[config.mk]
export PLATFORM = sky130hd
export DESIGN_NAME = marker_framed_flash_page_loader_core_flat
export DESIGN_NICKNAME = d
export VERILOG_FILES = /design/src/hw/rtl/mfpl_pkg.sv /design/src/hw/rtl/mfpl_rx_if.sv /design/src/hw/rtl/mfpl_res_if.sv /design/src/hw/rtl/marker_framed_flash_page_loader_core.sv /design/src/flat_wrapper.sv
export SDC_FILE = /design/constraint.sdc
export NUM_CORES = 1
export LEC_CHECK = 0
export ABC_AREA = 1
export BUFFER_PORTS_ARGS = -buffer_cell sky130_fd_sc_hd__buf_2
export CAP_MARGIN = 20
export CORE_UTILIZATION = 42
export DETAILED_ROUTE_END_ITERATION = 8
export PLACE_DENSITY = 0.72
export SYNTH_ARGS = -nofsm -noshare
export SYNTH_HDL_FRONTEND = slang
export SYNTH_SLANG_ARGS = --single-unit
export TNS_END_PERCENT = 30
[constraint.sdc]
create_clock -name clk_i -period 6 [get_ports clk_i]
set_input_delay 0.3 -clock clk_i [delete_from_list [all_inputs] [get_ports clk_i]]
set_output_delay 0.3 -clock clk_i [all_outputs]
set_load 0.05 [all_outputs]
[src/hw/rtl/mfpl_pkg.sv]
// ---------------------------------------------------------------------------
// Marker-framed flash page loader package
// Shared types, marker constants and the start marker lookup.
// ---------------------------------------------------------------------------
package mfpl_pkg;

  typedef enum logic [1:0] {
    STATUS_NONE  = 2'd0,
    STATUS_START = 2'd1,
    STATUS_END   = 2'd2
  } status_e;

  localparam logic [3:0]  START_MARKER_LEN = 4'd11;
  localparam logic [3:0]  END_HIST_LEN     = 4'd8;
  localparam logic [71:0] END_MARKER       = "flash end";

  function automatic logic [7:0] start_char(input logic [3:0] idx);
    logic [7:0] c;
    case (idx)
      4'd0:    c = "f";
      4'd1:    c = "l";
      4'd2:    c = "a";
      4'd3:    c = "s";
      4'd4:    c = "h";
      4'd5:    c = " ";
      4'd6:    c = "s";
      4'd7:    c = "t";
      4'd8:    c = "a";
      4'd9:    c = "r";
      4'd10:   c = "t";
      default: c = 8'h00;
    endcase
    return c;
  endfunction

endpackage

[src/hw/rtl/mfpl_rx_if.sv]
// ---------------------------------------------------------------------------
// Received byte channel
// Valid/ready channel that carries one received byte per transaction.
// ---------------------------------------------------------------------------
interface mfpl_rx_if;
  logic       valid;
  logic       ready;
  logic [7:0] rx_byte;

  modport source (output valid, output rx_byte, input ready);
  modport sink   (input valid, input rx_byte, output ready);
endinterface

[src/hw/rtl/mfpl_res_if.sv]
// ---------------------------------------------------------------------------
// Loader result channel
// Valid/ready channel that carries one loader result per transaction.
// ---------------------------------------------------------------------------
interface mfpl_res_if;
  logic                 valid;
  logic                 ready;
  mfpl_pkg::status_e    status;
  logic                 data_valid;
  logic [7:0]           data_byte;
  logic [7:0]           data_offset;
  logic                 commit_valid;
  logic [31:0]          commit_address;
  logic [8:0]           commit_length;
  logic [31:0]          bytes_committed;
  logic                 in_receive;

  modport source (
    output valid, output status, output data_valid, output data_byte,
    output data_offset, output commit_valid, output commit_address,
    output commit_length, output bytes_committed, output in_receive,
    input ready
  );
  modport sink (
    input valid, input status, input data_valid, input data_byte,
    input data_offset, input commit_valid, input commit_address,
    input commit_length, input bytes_committed, input in_receive,
    output ready
  );
endinterface

[src/hw/rtl/marker_framed_flash_page_loader_core.sv]
// ---------------------------------------------------------------------------
// Marker-framed flash page loader core
// Frames an image between text markers and emits page stores and commits.
// ---------------------------------------------------------------------------
// Each received byte yields exactly one result transaction. A byte is first
// captured in an input register, then evaluated against the marker and page
// state combinationally and written to the result register, so one byte per
// clock is sustained while the result channel accepts; a stalled result
// holds the byte in the input register. The base address register is
// sampled only when the start marker completes.
module marker_framed_flash_page_loader_core #(
  parameter int unsigned PAGE_BYTES = 256
) (
  input  logic               clk_i,
  input  logic               rst_ni,
  input  logic               cfg_we_i,
  input  logic [31:0]        cfg_wdata_i,
  mfpl_rx_if.sink            rx_i,
  mfpl_res_if.source         res_o
);

  localparam int unsigned BufW = $clog2(PAGE_BYTES);
  localparam logic [BufW-1:0] BufLast = BufW'(PAGE_BYTES - 1);
  localparam logic [31:0] PageLen = 32'(PAGE_BYTES);

  logic [31:0]     base_q;
  logic            in_valid_q;
  logic [7:0]      in_byte_q;
  logic            recv_q, recv_d;
  logic [3:0]      start_cnt_q, start_cnt_d;
  logic [63:0]     hist_q, hist_d;
  logic [3:0]      hist_fill_q, hist_fill_d;
  logic [31:0]     addr_q, addr_d;
  logic [31:0]     total_q, total_d;
  logic [BufW-1:0] buf_q, buf_d;

  logic               res_valid_q;
  mfpl_pkg::status_e  status_q, status_d;
  logic               dvalid_q, dvalid_d;
  logic [7:0]         dbyte_q, dbyte_d;
  logic [7:0]         doff_q, doff_d;
  logic               cvalid_q, cvalid_d;
  logic [31:0]        caddr_q, caddr_d;
  logic [8:0]         clen_q, clen_d;

  logic        out_free;
  logic        advance;
  logic [31:0] buf_ext;

  assign out_free   = !res_valid_q || res_o.ready;
  assign advance    = in_valid_q && out_free;
  assign rx_i.ready = !in_valid_q || advance;
  assign buf_ext    = 32'(buf_q);

  always_ff @(posedge clk_i or negedge rst_ni) begin
    if (!rst_ni) begin
      base_q <= '0;
    end else if (cfg_we_i) begin
      base_q <= cfg_wdata_i;
    end
  end

  always_ff @(posedge clk_i or negedge rst_ni) begin
    if (!rst_ni) begin
      in_valid_q <= 1'b0;
    end else if (rx_i.ready) begin
      in_valid_q <= rx_i.valid;
    end
  end

  always_ff @(posedge clk_i) begin
    if (rx_i.valid && rx_i.ready) begin
      in_byte_q <= rx_i.rx_byte;
    end
  end

  always_comb begin
    recv_d      = recv_q;
    start_cnt_d = start_cnt_q;
    hist_d      = hist_q;
    hist_fill_d = hist_fill_q;
    addr_d      = addr_q;
    total_d     = total_q;
    buf_d       = buf_q;
    status_d    = mfpl_pkg::STATUS_NONE;
    dvalid_d    = 1'b0;
    dbyte_d     = '0;
    doff_d      = '0;
    cvalid_d    = 1'b0;
    caddr_d     = '0;
    clen_d      = '0;

    if (!recv_q) begin
      if (in_byte_q == mfpl_pkg::start_char(start_cnt_q)) begin
        if (start_cnt_q == mfpl_pkg::START_MARKER_LEN - 4'd1) begin
          recv_d      = 1'b1;
          addr_d      = base_q;
          total_d     = '0;
          buf_d       = '0;
          hist_fill_d = '0;
          start_cnt_d = '0;
          status_d    = mfpl_pkg::STATUS_START;
        end else begin
          start_cnt_d = start_cnt_q + 4'd1;
        end
      end else begin
        start_cnt_d = (in_byte_q == mfpl_pkg::start_char(4'd0)) ? 4'd1 : 4'd0;
      end
    end else begin
      hist_d = {hist_q[55:0], in_byte_q};
      if (hist_fill_q != mfpl_pkg::END_HIST_LEN) begin
        hist_fill_d = hist_fill_q + 4'd1;
      end
      if (hist_fill_q == mfpl_pkg::END_HIST_LEN &&
          {hist_q, in_byte_q} == mfpl_pkg::END_MARKER) begin
        recv_d   = 1'b0;
        status_d = mfpl_pkg::STATUS_END;
        if (buf_q != '0) begin
          cvalid_d = 1'b1;
          caddr_d  = addr_q;
          clen_d   = buf_ext[8:0];
          addr_d   = addr_q + buf_ext;
          total_d  = total_q + buf_ext;
          buf_d    = '0;
        end
      end else begin
        dvalid_d = 1'b1;
        dbyte_d  = in_byte_q;
        doff_d   = buf_ext[7:0];
        if (buf_q == BufLast) begin
          cvalid_d = 1'b1;
          caddr_d  = addr_q;
          clen_d   = PageLen[8:0];
          addr_d   = addr_q + PageLen;
          total_d  = total_q + PageLen;
          buf_d    = '0;
        end else begin
          buf_d = buf_q + BufW'(1);
        end
      end
    end
  end

  always_ff @(posedge clk_i or negedge rst_ni) begin
    if (!rst_ni) begin
      recv_q      <= 1'b0;
      start_cnt_q <= '0;
      hist_q      <= '0;
      hist_fill_q <= '0;
      addr_q      <= '0;
      total_q     <= '0;
      buf_q       <= '0;
    end else if (advance) begin
      recv_q      <= recv_d;
      start_cnt_q <= start_cnt_d;
      hist_q      <= hist_d;
      hist_fill_q <= hist_fill_d;
      addr_q      <= addr_d;
      total_q     <= total_d;
      buf_q       <= buf_d;
    end
  end

  always_ff @(posedge clk_i or negedge rst_ni) begin
    if (!rst_ni) begin
      res_valid_q <= 1'b0;
    end else if (out_free) begin
      res_valid_q <= in_valid_q;
    end
  end

  always_ff @(posedge clk_i) begin
    if (advance) begin
      status_q <= status_d;
      dvalid_q <= dvalid_d;
      dbyte_q  <= dbyte_d;
      doff_q   <= doff_d;
      cvalid_q <= cvalid_d;
      caddr_q  <= caddr_d;
      clen_q   <= clen_d;
    end
  end

  assign res_o.valid           = res_valid_q;
  assign res_o.status          = status_q;
  assign res_o.data_valid      = dvalid_q;
  assign res_o.data_byte       = dbyte_q;
  assign res_o.data_offset     = doff_q;
  assign res_o.commit_valid    = cvalid_q;
  assign res_o.commit_address  = caddr_q;
  assign res_o.commit_length   = clen_q;
  assign res_o.bytes_committed = total_q;
  assign res_o.in_receive      = recv_q;

  // Stored bytes only occur while an image is being received.
  a_data_in_receive: assert property (@(posedge clk_i) disable iff (!rst_ni)
    res_o.valid && res_o.data_valid |-> res_o.in_receive)
    else $error("data store outside receive mode");

  // A completed start marker opens a fresh image with nothing committed.
  a_start_fresh: assert property (@(posedge clk_i) disable iff (!rst_ni)
    res_o.valid && res_o.status == mfpl_pkg::STATUS_START |->
      res_o.in_receive && res_o.bytes_committed == 32'd0 && !res_o.commit_valid)
    else $error("start marker did not open a fresh image");

  // A commit never programs an empty page.
  a_commit_len: assert property (@(posedge clk_i) disable iff (!rst_ni)
    res_o.valid && res_o.commit_valid |-> res_o.commit_length != 9'd0 ||
      PageLen[8:0] == 9'd0)
    else $error("empty page commit");

endmodule

[src/flat_wrapper.sv]
// flat-port wrapper written by rule: the top's interface ports become plain ports
module marker_framed_flash_page_loader_core_flat 
#(
  parameter int unsigned PAGE_BYTES = 256
)
  (clk_i, rst_ni, cfg_we_i, cfg_wdata_i, rx_i_valid, rx_i_rx_byte, rx_i_ready, res_o_valid, res_o_status, res_o_data_valid, res_o_data_byte, res_o_data_offset, res_o_commit_valid, res_o_commit_address, res_o_commit_length, res_o_bytes_committed, res_o_in_receive, res_o_ready);
  mfpl_rx_if rx_i_i ();
  mfpl_res_if res_o_i ();
  input  logic clk_i;
  input  logic rst_ni;
  input  logic cfg_we_i;
  input  logic [31:0] cfg_wdata_i;
  input wire logic [$bits(rx_i_i.valid)-1:0] rx_i_valid;
  input wire logic [$bits(rx_i_i.rx_byte)-1:0] rx_i_rx_byte;
  output wire logic [$bits(rx_i_i.ready)-1:0] rx_i_ready;
  output wire logic [$bits(res_o_i.valid)-1:0] res_o_valid;
  output wire logic [$bits(res_o_i.status)-1:0] res_o_status;
  output wire logic [$bits(res_o_i.data_valid)-1:0] res_o_data_valid;
  output wire logic [$bits(res_o_i.data_byte)-1:0] res_o_data_byte;
  output wire logic [$bits(res_o_i.data_offset)-1:0] res_o_data_offset;
  output wire logic [$bits(res_o_i.commit_valid)-1:0] res_o_commit_valid;
  output wire logic [$bits(res_o_i.commit_address)-1:0] res_o_commit_address;
  output wire logic [$bits(res_o_i.commit_length)-1:0] res_o_commit_length;
  output wire logic [$bits(res_o_i.bytes_committed)-1:0] res_o_bytes_committed;
  output wire logic [$bits(res_o_i.in_receive)-1:0] res_o_in_receive;
  input wire logic [$bits(res_o_i.ready)-1:0] res_o_ready;
  assign rx_i_i.valid = rx_i_valid;
  assign rx_i_i.rx_byte = rx_i_rx_byte;
  assign rx_i_ready = rx_i_i.ready;
  assign res_o_valid = res_o_i.valid;
  assign res_o_status = res_o_i.status;
  assign res_o_data_valid = res_o_i.data_valid;
  assign res_o_data_byte = res_o_i.data_byte;
  assign res_o_data_offset = res_o_i.data_offset;
  assign res_o_commit_valid = res_o_i.commit_valid;
  assign res_o_commit_address = res_o_i.commit_address;
  assign res_o_commit_length = res_o_i.commit_length;
  assign res_o_bytes_committed = res_o_i.bytes_committed;
  assign res_o_in_receive = res_o_i.in_receive;
  assign res_o_i.ready = res_o_ready;
  marker_framed_flash_page_loader_core #(.PAGE_BYTES(PAGE_BYTES)) u_core (.clk_i(clk_i), .rst_ni(rst_ni), .cfg_we_i(cfg_we_i), .cfg_wdata_i(cfg_wdata_i), .rx_i(rx_i_i), .res_o(res_o_i));
endmodule
# [Word level (Yosys, flattened, before mapping)]
# Memory sizes are Yosys's and may differ from the RTL's.
# Index checks and enable logic that the tools add are counted.
[totals] inputBits=45 wordCells=96 mem_bits_ro=112 out_inout_bits=96 ff_bits=248 memories=1
[memory_table] name="(name not given)" words=16 word_bits=7 read_ports=1 rd_ports_with_merged_regs=0 wr=0 line_no="mfpl_pkg.sv:19" rtl="case (idx)"
[op_classes] n_reduce_logical=16 bitwise=1 addsub=7 n_eq_ne=10 mux=43
[ops] op="$mux W32" count=15
[ops] op="$eq A72 B71 Y1 const B" count=1
[ops] op="$add A32 B8 Y32" count=2
[ops] op="$add A32 B9 Y32 const B" count=2
[ops] op="$mux W8" count=8
[ops] op="$mux W4" count=6
[ops] op="$mux W9" count=2
[ops] op="$mux W1" count=9
[ops] op="$add A4 B1 Y4 const B" count=2
[ops] op="$add A8 B1 Y8 const B" count=1
[ops] op="$eq A4 B4 Y1 const B" count=2
[ops] op="$eq A8 B7 Y1 const B" count=1
[ops] op="$eq A8 B8 Y1" count=1
[ops] op="$eq A8 B8 Y1 const B" count=1
[ops] op="$reduce_and A4 Y1" count=2
[ops] op="$reduce_bool A8 Y1" count=1
[ops] op="$mux W2" count=3
[ops] op="$ne A3 B3 Y1 const B" count=2
[ops] op="$reduce_and A5 Y1" count=1
[ops] op="$ne A4 B4 Y1 const B" count=1
[ops] op="$reduce_and A2 Y1" count=2
[ops] op="$reduce_bool A2 Y1" count=2
[ops] op="$logic_and A1 B1 Y1" count=3
[ops] op="$logic_not A1 Y1" count=2
[ops] op="4 further kinds" count=5

# [Longest topological paths before layout]
# Gate-level depths: netlist of run 1.
[logic_depth] ltp_word=5 ltp_mapped=18 depth_no_buf=17

# [Worst setup path after synthesis of run 1]
# Ideal clock, no wire load.
[synth_timing] kind="register to register" startpoint="reg u_core.res_valid_q (netlist: u_core.res_o.valid)" endpoint="reg u_core.caddr_q[0] (netlist: u_core.res_o.commit_address[0]), enable pin" required_time_ns=5.606 arrival_time_ns=2.085 setup_time_ns=0.394 path_stages_with_launch=6 path_slack_ns=3.520 period_less_slack_ns=2.480 cell_sequence="dfrtp_1 -> nand2_1 -> nand2_1 -> inv_1 -> clkbuf_1 -> buf_2"
[synth_between] elab_chain_len=3
[synth_lines] element="from (decl)" line_no="marker_framed_flash_page_loader_core.sv:37" rtl="logic res_valid_q;"
[synth_lines] element="from (signal assigned)" line_no="marker_framed_flash_page_loader_core.sv:168" rtl="res_valid_q <= in_valid_q;"
[synth_lines] element="$logic_not A1 Y1" line_no="marker_framed_flash_page_loader_core.sv:50" rtl="assign out_free = !res_valid_q || res_o.ready;"
[synth_lines] element="$logic_or A1 B1 Y1" line_no="marker_framed_flash_page_loader_core.sv:50"
[synth_lines] element="$logic_and A1 B1 Y1" line_no="marker_framed_flash_page_loader_core.sv:51" rtl="assign advance = in_valid_q && out_free;"
[synth_lines] element="net u_core.advance" line_no="marker_framed_flash_page_loader_core.sv:47" rtl="logic advance;"
[synth_lines] element="to (signal assigned)" line_no="marker_framed_flash_page_loader_core.sv:179" rtl="caddr_q <= caddr_d;"
[synth_lines] element="to (decl)" line_no="marker_framed_flash_page_loader_core.sv:43" rtl="logic [31:0] caddr_q, caddr_d;"
# The timed path passes the listed nets, and every way through them passes these cells.
# A chain may end at the register's enable or synchronous reset.

# [Worst setup path after layout of run 1]
[layout_timing] startpoint="reg u_core.recv_q (netlist: u_core.res_o.in_receive)" endpoint="reg u_core.hist_q[26]"
[layout_between] elab_chain_len=1
[layout_lines] element="from (decl)" line_no="marker_framed_flash_page_loader_core.sv:29" rtl="logic recv_q, recv_d;"
[layout_lines] element="from (signal assigned)" line_no="marker_framed_flash_page_loader_core.sv:154" rtl="recv_q <= recv_d;"
[layout_lines] element="$reduce_and A2 Y1 (no line)"
[layout_lines] element="to (signal assigned)" line_no="marker_framed_flash_page_loader_core.sv:156" rtl="hist_q <= hist_d;"
[layout_lines] element="to (decl)" line_no="marker_framed_flash_page_loader_core.sv:31" rtl="logic [63:0] hist_q, hist_d;"
# Every way passes these cells.

==> results of run 1 <==
==> cell type report <==
type	instances	area (sq um)	share of cell area, %
multi-input combinational	1510	7250	41.2
sequential	248	6550	37.2
timing repair buffer	192	1230	7.01
inverter	260	982	5.58
clock buffer	38	748	4.25
tap	461	577	3.28
clock inverter	14	244	1.39
==> routing by layer <==
layer / wire length [um] / global-route usage (%) / vias up
li1: - / - / 6872
met1: 19500 / 32.5 / 6530
met2: 18800 / 36.9 / 425
met3: 2680 / 3.03 / 77
met4: 1150 / 7.36 / 0
met5: 0 / 0 / -
==> where the power goes <==
part           internal, uW  switching, uW  leakage, uW
combinational          85.2            308      0.00517
clock                  1140            719     0.000477
sequential             1820           22.5      0.00282
==> flip-flops by register name, summed over array words and instances (netlist names), 2 cells and up <==
name and flops:
u_core.addr_q 32, u_core.base_q 32, u_core.buf_q 8, u_core.hist_fill_q 4, u_core.hist_q 64, u_core.in_byte_q 8, u_core.res_o.bytes_committed 32, u_core.res_o.commit_address 32
u_core.res_o.commit_length 9, u_core.res_o.data_byte 8, u_core.res_o.data_offset 8, u_core.res_o.status 2, u_core.start_cnt_q 4
==> what timing repair did <==
action / CTS / global route
setup buffers: 0 / 0
hold buffers: 43 / 0
endpoints found under the hold margin: 144 / 0
gates resized for setup: 0 / 0
==> worst register-to-register path, stage by stage (launching register included) <==
cell and delay (ns):
dfrtp_1 0.84, buf_4 0.44, inv_2 0.13, nor2_4 0.11
buf_4 0.56, inv_2 0.57, nand2_1 0.17, o21ai_0 0.10
==> cell usage in the layout, fill, tap and decap left out, drive strengths merged, types with 21 or more instances in the layout <==
cell         instances
o21ai              129
buf                149
nand3              186
inv                260
nand2              751
dlygate4sd3         43
nor2               243
edfxtp              69
nor3                21
dfrtp              179
clkbuf              38
xor2                57
ha                  27
nand4               32
==> stage by stage <==
step                std cells  total power [uW]  util (%)  hold WS, ns
floorplan                2087              2120         -      0.00441
global placement         2626              2240      45.4        0.467
detailed placement       2627              2250      45.5        0.473
CTS                      2722              4130      49.5        0.389
global route             2723              4220      49.6        0.259
finish                   2723              4090      49.6        0.222
==> synth_stat cells (all sizes together) (2+ instances only) <==
| cell type | instances |
|---|---|
| nand2 | 751 |
| inv | 260 |
| nor2 | 243 |
| nand3 | 186 |
| dfrtp | 179 |
| o21ai | 129 |
| edfxtp | 69 |
| xor2 | 57 |
| clkbuf | 44 |
| nand4 | 32 |
| ha | 27 |
| buf | 25 |
| nor3 | 21 |
| a21oi | 13 |
| o22ai | 12 |
| xnor2 | 12 |
| nand3b | 6 |
| and2 | 4 |
| nor4 | 3 |
| fa | 2 |
| nor3b | 2 |
| o21bai | 2 |
| o31ai | 2 |
==> cell families after synthesis <==
kind of cell,Yosys count
XOR/XNOR,69
AND/OR/NAND/NOR,1249
AO/OA/AOI/OAI,162
flip-flops,248
adder cells (fa/ha/maj),29
multiplexers,1
buffers and inverters,329
==> how the worst min path moves through the flow <==
stage / from / endpoint / slack, ns / depth (start not counted)
2_1_floorplan: rst_ni / u_core.addr_q[0] / 0.004 / 0
3_3_place_gp: u_core.hist_q[39] / u_core.hist_q[47] / 0.47 / 2
3_5_place_dp: u_core.hist_q[39] / u_core.hist_q[47] / 0.47 / 2
4_1_cts: cfg_we_i / u_core.base_q[1] / 0.39 / 3
5_1_grt: rst_ni / u_core.addr_q[26] / 0.26 / 2
6_report: rst_ni / u_core.addr_q[26] / 0.22 / 2
==> flow_metrics.tcl, run 1 <==
set metrics [dict create \
    crit_type "reg -> reg" \
    dieArea_sq_um 36800 \
    r2r-start "u_core.res_o.in_receive" \
    status "finished, final reports clean" \
    synth-simple-area-share_pct 35.5 \
    hold_path.class "in -> async" \
    drive_above_1_share_pct 11.5 \
    drtAntennaViolNets 0 \
    tightest_slew_ns 0.984 \
    syn_area_sq_um 15100 \
    routed-via-count 13900 \
    rsz0062_at_grt "false" \
    grt_pass1_wl_um 68100 \
    numPortBuffers 140 \
    setup.worst_path.end_class "register" \
    gp_congestion 0.953 \
    synthToLayoutAreaGrowth_pct 16.3 \
    synthArstFlopShare_pct 72.2 \
    rrSetupSlack_ns 2.92 \
    fin_setup_tns_ns 0 \
    slew_violations 0 \
    antenna_found_initial 0 \
    numCtsBuffers 28 \
    synthAdderAreaFrac_pct 2.50 \
    maxSlewHeadroom_pct 34.4 \
    finalSetupViolations 0 \
    htreeDepth 1 \
    die_y_um 192 \
    ys.flop_type "dfrtp_1" \
    hold_violations 0 \
    required_ns 6.41 \
    grt-ovfl-total 0 \
    synth_edf_count 69 \
    nFillCells 3400 \
    syn_nets 2161 \
    drc 0 \
    yosys.area_share.xor_xnor_pct 4.00 \
    powerDensity_nw_per_um2 233 \
    dpl_cell_area_sq_um 16100 \
    syn_inst 2087 \
    dr.first_iter.drc_count 1114 \
    p_leak_uw 0.00847 \
    drt_wl_total_um 42100 \
    worstSetupStartpoint "u_core.res_o.in_receive" \
    arrival_ns 3.49 \
    ys_seq_elements 248 \
    setup_ws_ns 2.92 \
    grt_pass1_vias 13200 \
    syn_area_per_cell_sq_um 7.25 \
    ctsRootBufferMaster "clkbuf_16" \
    worstRegToRegCells 7 \
    cts.clk_slew.worst_paths_ns 0.06 \
    die_x_um 192 \
    grt_usage_pct 23.2 \
    crit_end "u_core.hist_q[26]" \
    finalCritPeriodShare_pct 51.3 \
    regToRegEndpoint "u_core.hist_q[26]" \
    final_nets 2314 \
    period_needed_ns 3.08 \
    crit_cells 7 \
    stdcell_area_sq_um 17600 \
    grt_max_degree 104 \
    numClockSinks 248 \
    cts_buffer_depth 3 \
    wire_per_inst_um 15.5 \
    worstSetupStartpointType "register" \
    crit_family "buffers and inverters" \
    ys.warnings.count 0 \
    synthMuxAreaShare_pct 0.0745 \
    initial_core_util_pct 42.6 \
    hpwl_um 30000 \
    synthDistinctLibCells 51 \
    yosys.area.top_type_share_pct 29.6 \
    max_freq_ghz 0.325 \
    dp_slack_ns 2.99 \
    cts_tree "built" \
    ir_worst_vdd_mv 0.265 \
    top_level_ports 141 \
    synth_top_family_by_area "simple AND/OR/NAND/NOR gates" \
    drv_cap 0 \
    synth_top_cells_by_area "dfrtp_1, nand2_1, edfxtp_1" \
    cpMaxStageDelayCell "dfrtp_1" \
    crit_chain "buf_4, inv_2, nor2_4, buf_4, inv_2, nand2_1, o21ai_0" \
    core_sq_um 35500 \
    n_antenna_cell 0 \
    rows 69 \
    cp_num_buf_inv 4 \
    dr.pass1.iters 5 \
    via_per_inst 5.11 \
    clk_latency_ns 0.57 \
    synth_top_area_cell "dfrtp_1" \
    crit_fanout 85 \
    slowest_delay_ns 0.84 \
    worst_clock_skew_ns 0.0134 \
    ys_seq_area_share_pct 43.3 \
    synth_compound_area_share_pct 5.77 \
]
(Power assumes the default switching activity.)
==> run 2: changes to the inputs <==
- ABC_AREA: 1 -> 0
- PLACE_DENSITY: 0.72 -> 0.73
- clock period: 6 -> 2.9 ns (I/O delays scaled with it)
==> run 2 against run 1 <==
Clock skew barely moved. Worst hold slack got worse by 0.18 ns. Clock power rose by 100%. Register-to-register slack got worse by 2.9 ns. Cell count fell by 37%. Sequential cell count did not move. Power rose by 98%. Sequential share of layout area rose by 5.0 points. Routed wire length fell by 25%. Combinational power rose by 45%. Largest cell class is now registers. Largest power group is now registers.
==> flow_metrics.tcl, run 2 <==
set metrics [dict create \
    status "finished, final reports clean" \
    rows 61 \
    post-route-util_pct 55.6 \
    setup_ws_ns 0.0105 \
    syn_inst 1051 \
    slowest_delay_ns 0.55 \
    core_sq_um 27900 \
    cts.clk_slew.worst_paths_ns 0.06 \
    yosys.area.top_type_share_pct 37.4 \
    crit_chain "and4bb_1, nand4_1, or4_4, or4_4, or3_4, o2111ai_4, buf_6, or3_1, a21oi_1" \
    worstRegToRegCells 9 \
    stdcell_area_sq_um 15500 \
    dr.first_iter.drc_count 704 \
    n_antenna_cell 0 \
    ir_worst_vdd_mv 0.356 \
    die_y_um 171 \
    drv_cap 0 \
    antenna_found_initial 0 \
    ys_seq_area_share_pct 54.7 \
    finalCritPeriodShare_pct 99.6 \
    ctsRootBufferMaster "clkbuf_16" \
    holdPathStages 3 \
    cpMostUsedCell "or4_4" \
    ys.flop_type "dfrtp_1" \
    initial_core_util_pct 42.8 \
    synth_edf_count 69 \
    tightest_slew_ns 0.839 \
    drtAntennaViolNets 0 \
    regArea_sq_um 6560 \
    drt_wl_total_um 31700 \
    synth_top_cells_by_count "dfrtp_1, mux2_2, nor2_1" \
    crit_family "simple AND/OR/NAND/NOR gates" \
    syn_area_per_cell_sq_um 11.4 \
    nFillCells 2313 \
    final_cells 1725 \
    drive_above_1_share_pct 32.7 \
    cpMaxStageDelayCell "or4_4" \
    dp_cells 1625 \
    crit_fanout 8 \
    largest-register "u_core.hist_q" \
    hold_violations 0 \
    setup.worst_path.end_class "register" \
    top_level_ports 141 \
    drc 0 \
    power.total_uw 8090 \
    worstSetupStartpointType "register" \
    powerDensity_nw_per_um2 521 \
    slew_violations 0 \
    cts_tree "built" \
    grt_max_degree 83 \
    grt_pass1_wl_um 50300 \
    largest_register_ffs 64 \
    syn_area_sq_um 12000 \
    numClockSinks 248 \
    grt_usage_pct 21.9 \
    gp_congestion 0.922 \
    synth_top_cells_by_area "dfrtp_1, edfxtp_1, mux2_2" \
    synthToLayoutAreaGrowth_pct 29.7 \
    crit_type "reg -> reg" \
    maxSlewHeadroom_pct 44.1 \
    ys_seq_elements 248 \
    via_per_inst 5.47 \
    htreeDepth 1 \
    cp_num_buf_inv 1 \
    mostFrequentLayoutCell "dfrtp_1" \
    syn_nets 1125 \
    arrival_ns 3.30 \
    dp_slack_ns -0.148 \
    hold_path.class "in -> reg" \
    dr.pass1.iters 5 \
    finalSetupViolations 0 \
    dieArea_sq_um 29200 \
    synthDistinctLibCells 70 \
    wire_per_inst_um 18.4 \
    synth_top_area_cell "dfrtp_1" \
    p_leak_uw 0.00690 \
    rsz0062_at_grt "true" \
    hpwl_um 21800 \
    grt-ovfl-total 0 \
    final_nets 1399 \
    ys.warnings.count 0 \
    routed-via-count 9431 \
    die_x_um 171 \
    cts_buffer_depth 3 \
    synth.most_common_cell "dfrtp_1" \
    period_needed_ns 2.89 \
    dpl_cell_area_sq_um 13800 \
    numPortBuffers 140 \
    numCtsBuffers 28 \
    worst_clock_skew_ns 0.0129 \
    synthArstFlopShare_pct 72.2 \
    clk_latency_ns 0.55 \
    layout_common_cells "dfrtp_1, buf_2, buf_4, mux2_2, nor2_1" \
    grt_pass1_vias 9285 \
    required_ns 3.31 \
    max_freq_ghz 0.346 \
    crit_cells 9 \
    multi_input_area_sq_um 5350 \
]
run 2: cell types whose count changed after synthesis, sizes merged, moves of 54 or more:
cell   delta
nand2   -701
inv     -229
nor2    -168
nand3   -149
mux2     +95
o21ai    -68
and2     +54
run 2: routing by layer:
metal | track usage (%) | up-vias | part of all wire, %
li1 | - | 4437 | -
met1 | 29.6 | 4631 | 44
met2 | 35.5 | 294 | 48
met3 | 3.82 | 69 | 5.8
met4 | 7.56 | 0 | 2.9
met5 | 0 | - | 0
run 2: cell families after synthesis:
family	after synthesis	synth area share, %
AND/OR/NAND/NOR	355	16.6
flip-flops	248	54.7
AO/OA/AOI/OAI	213	11.4
multiplexers	103	9.62
buffers and inverters	79	2.67
adder cells (fa/ha/maj)	29	3.16
XOR/XNOR	24	1.76
run 2: path summary, 6_finish.rpt:
kind	from	endpoint	slack, ns
max	u_core.hist_q[35]	u_core.res_o.bytes_committed[21]	0.01
min	res_o_ready	u_core.res_o.valid	0.04
max reg2reg	u_core.hist_q[35]	u_core.res_o.bytes_committed[21]	0.01
min reg2reg	u_core.base_q[0]	u_core.base_q[0]	0.51
max in group asynchronous	rst_ni	u_core.hist_q[38]	1.83
min in group asynchronous	rst_ni	u_core.res_o.bytes_committed[17]	0.23
run 2: what timing repair did:
item / CTS / global route
endpoints found under the setup margin: 34 / 70
hold endpoints to repair: 118 / 0
hold buffers: 43 / 0
buffers inserted: 2 / 3
pin swaps: 1 / 13
gates resized for setup: 7 / 53
run 2: area by class of cell:
class                   instances  area share [%]
flip-flops and latches        248            42.2
multi-input cells             724            34.5
repair buffers                292            13.1
clock buffers                  35            4.82
well taps                     378            3.05
clock inverters                17            1.52
inverters                      31           0.750
run 2: through the flow:
| step | TNS (ns) | hold WS, ns |
|---|---|---|
| 6_report | 0 | 0.0381 |
| 5_1_grt | -1.10 | 0.0640 |
| 4_1_cts | 0 | 0.0204 |
| 3_5_place_dp | -1.36 | 0.269 |
| 3_3_place_gp | -0.281 | 0.266 |
| 2_1_floorplan | 0 | -0.151 |
run 2: worst min-delay path, delay by kind of cell:
kind,cells,cell delay [ns]
buf+inv,1,0.08
simple gates,2,0.31
run 2: power breakdown:
part           internal (uW)  switching, uW  total (uW)
sequential              3710           53.4        3760
clock                   2350           1410        3760
combinational            188            381         569
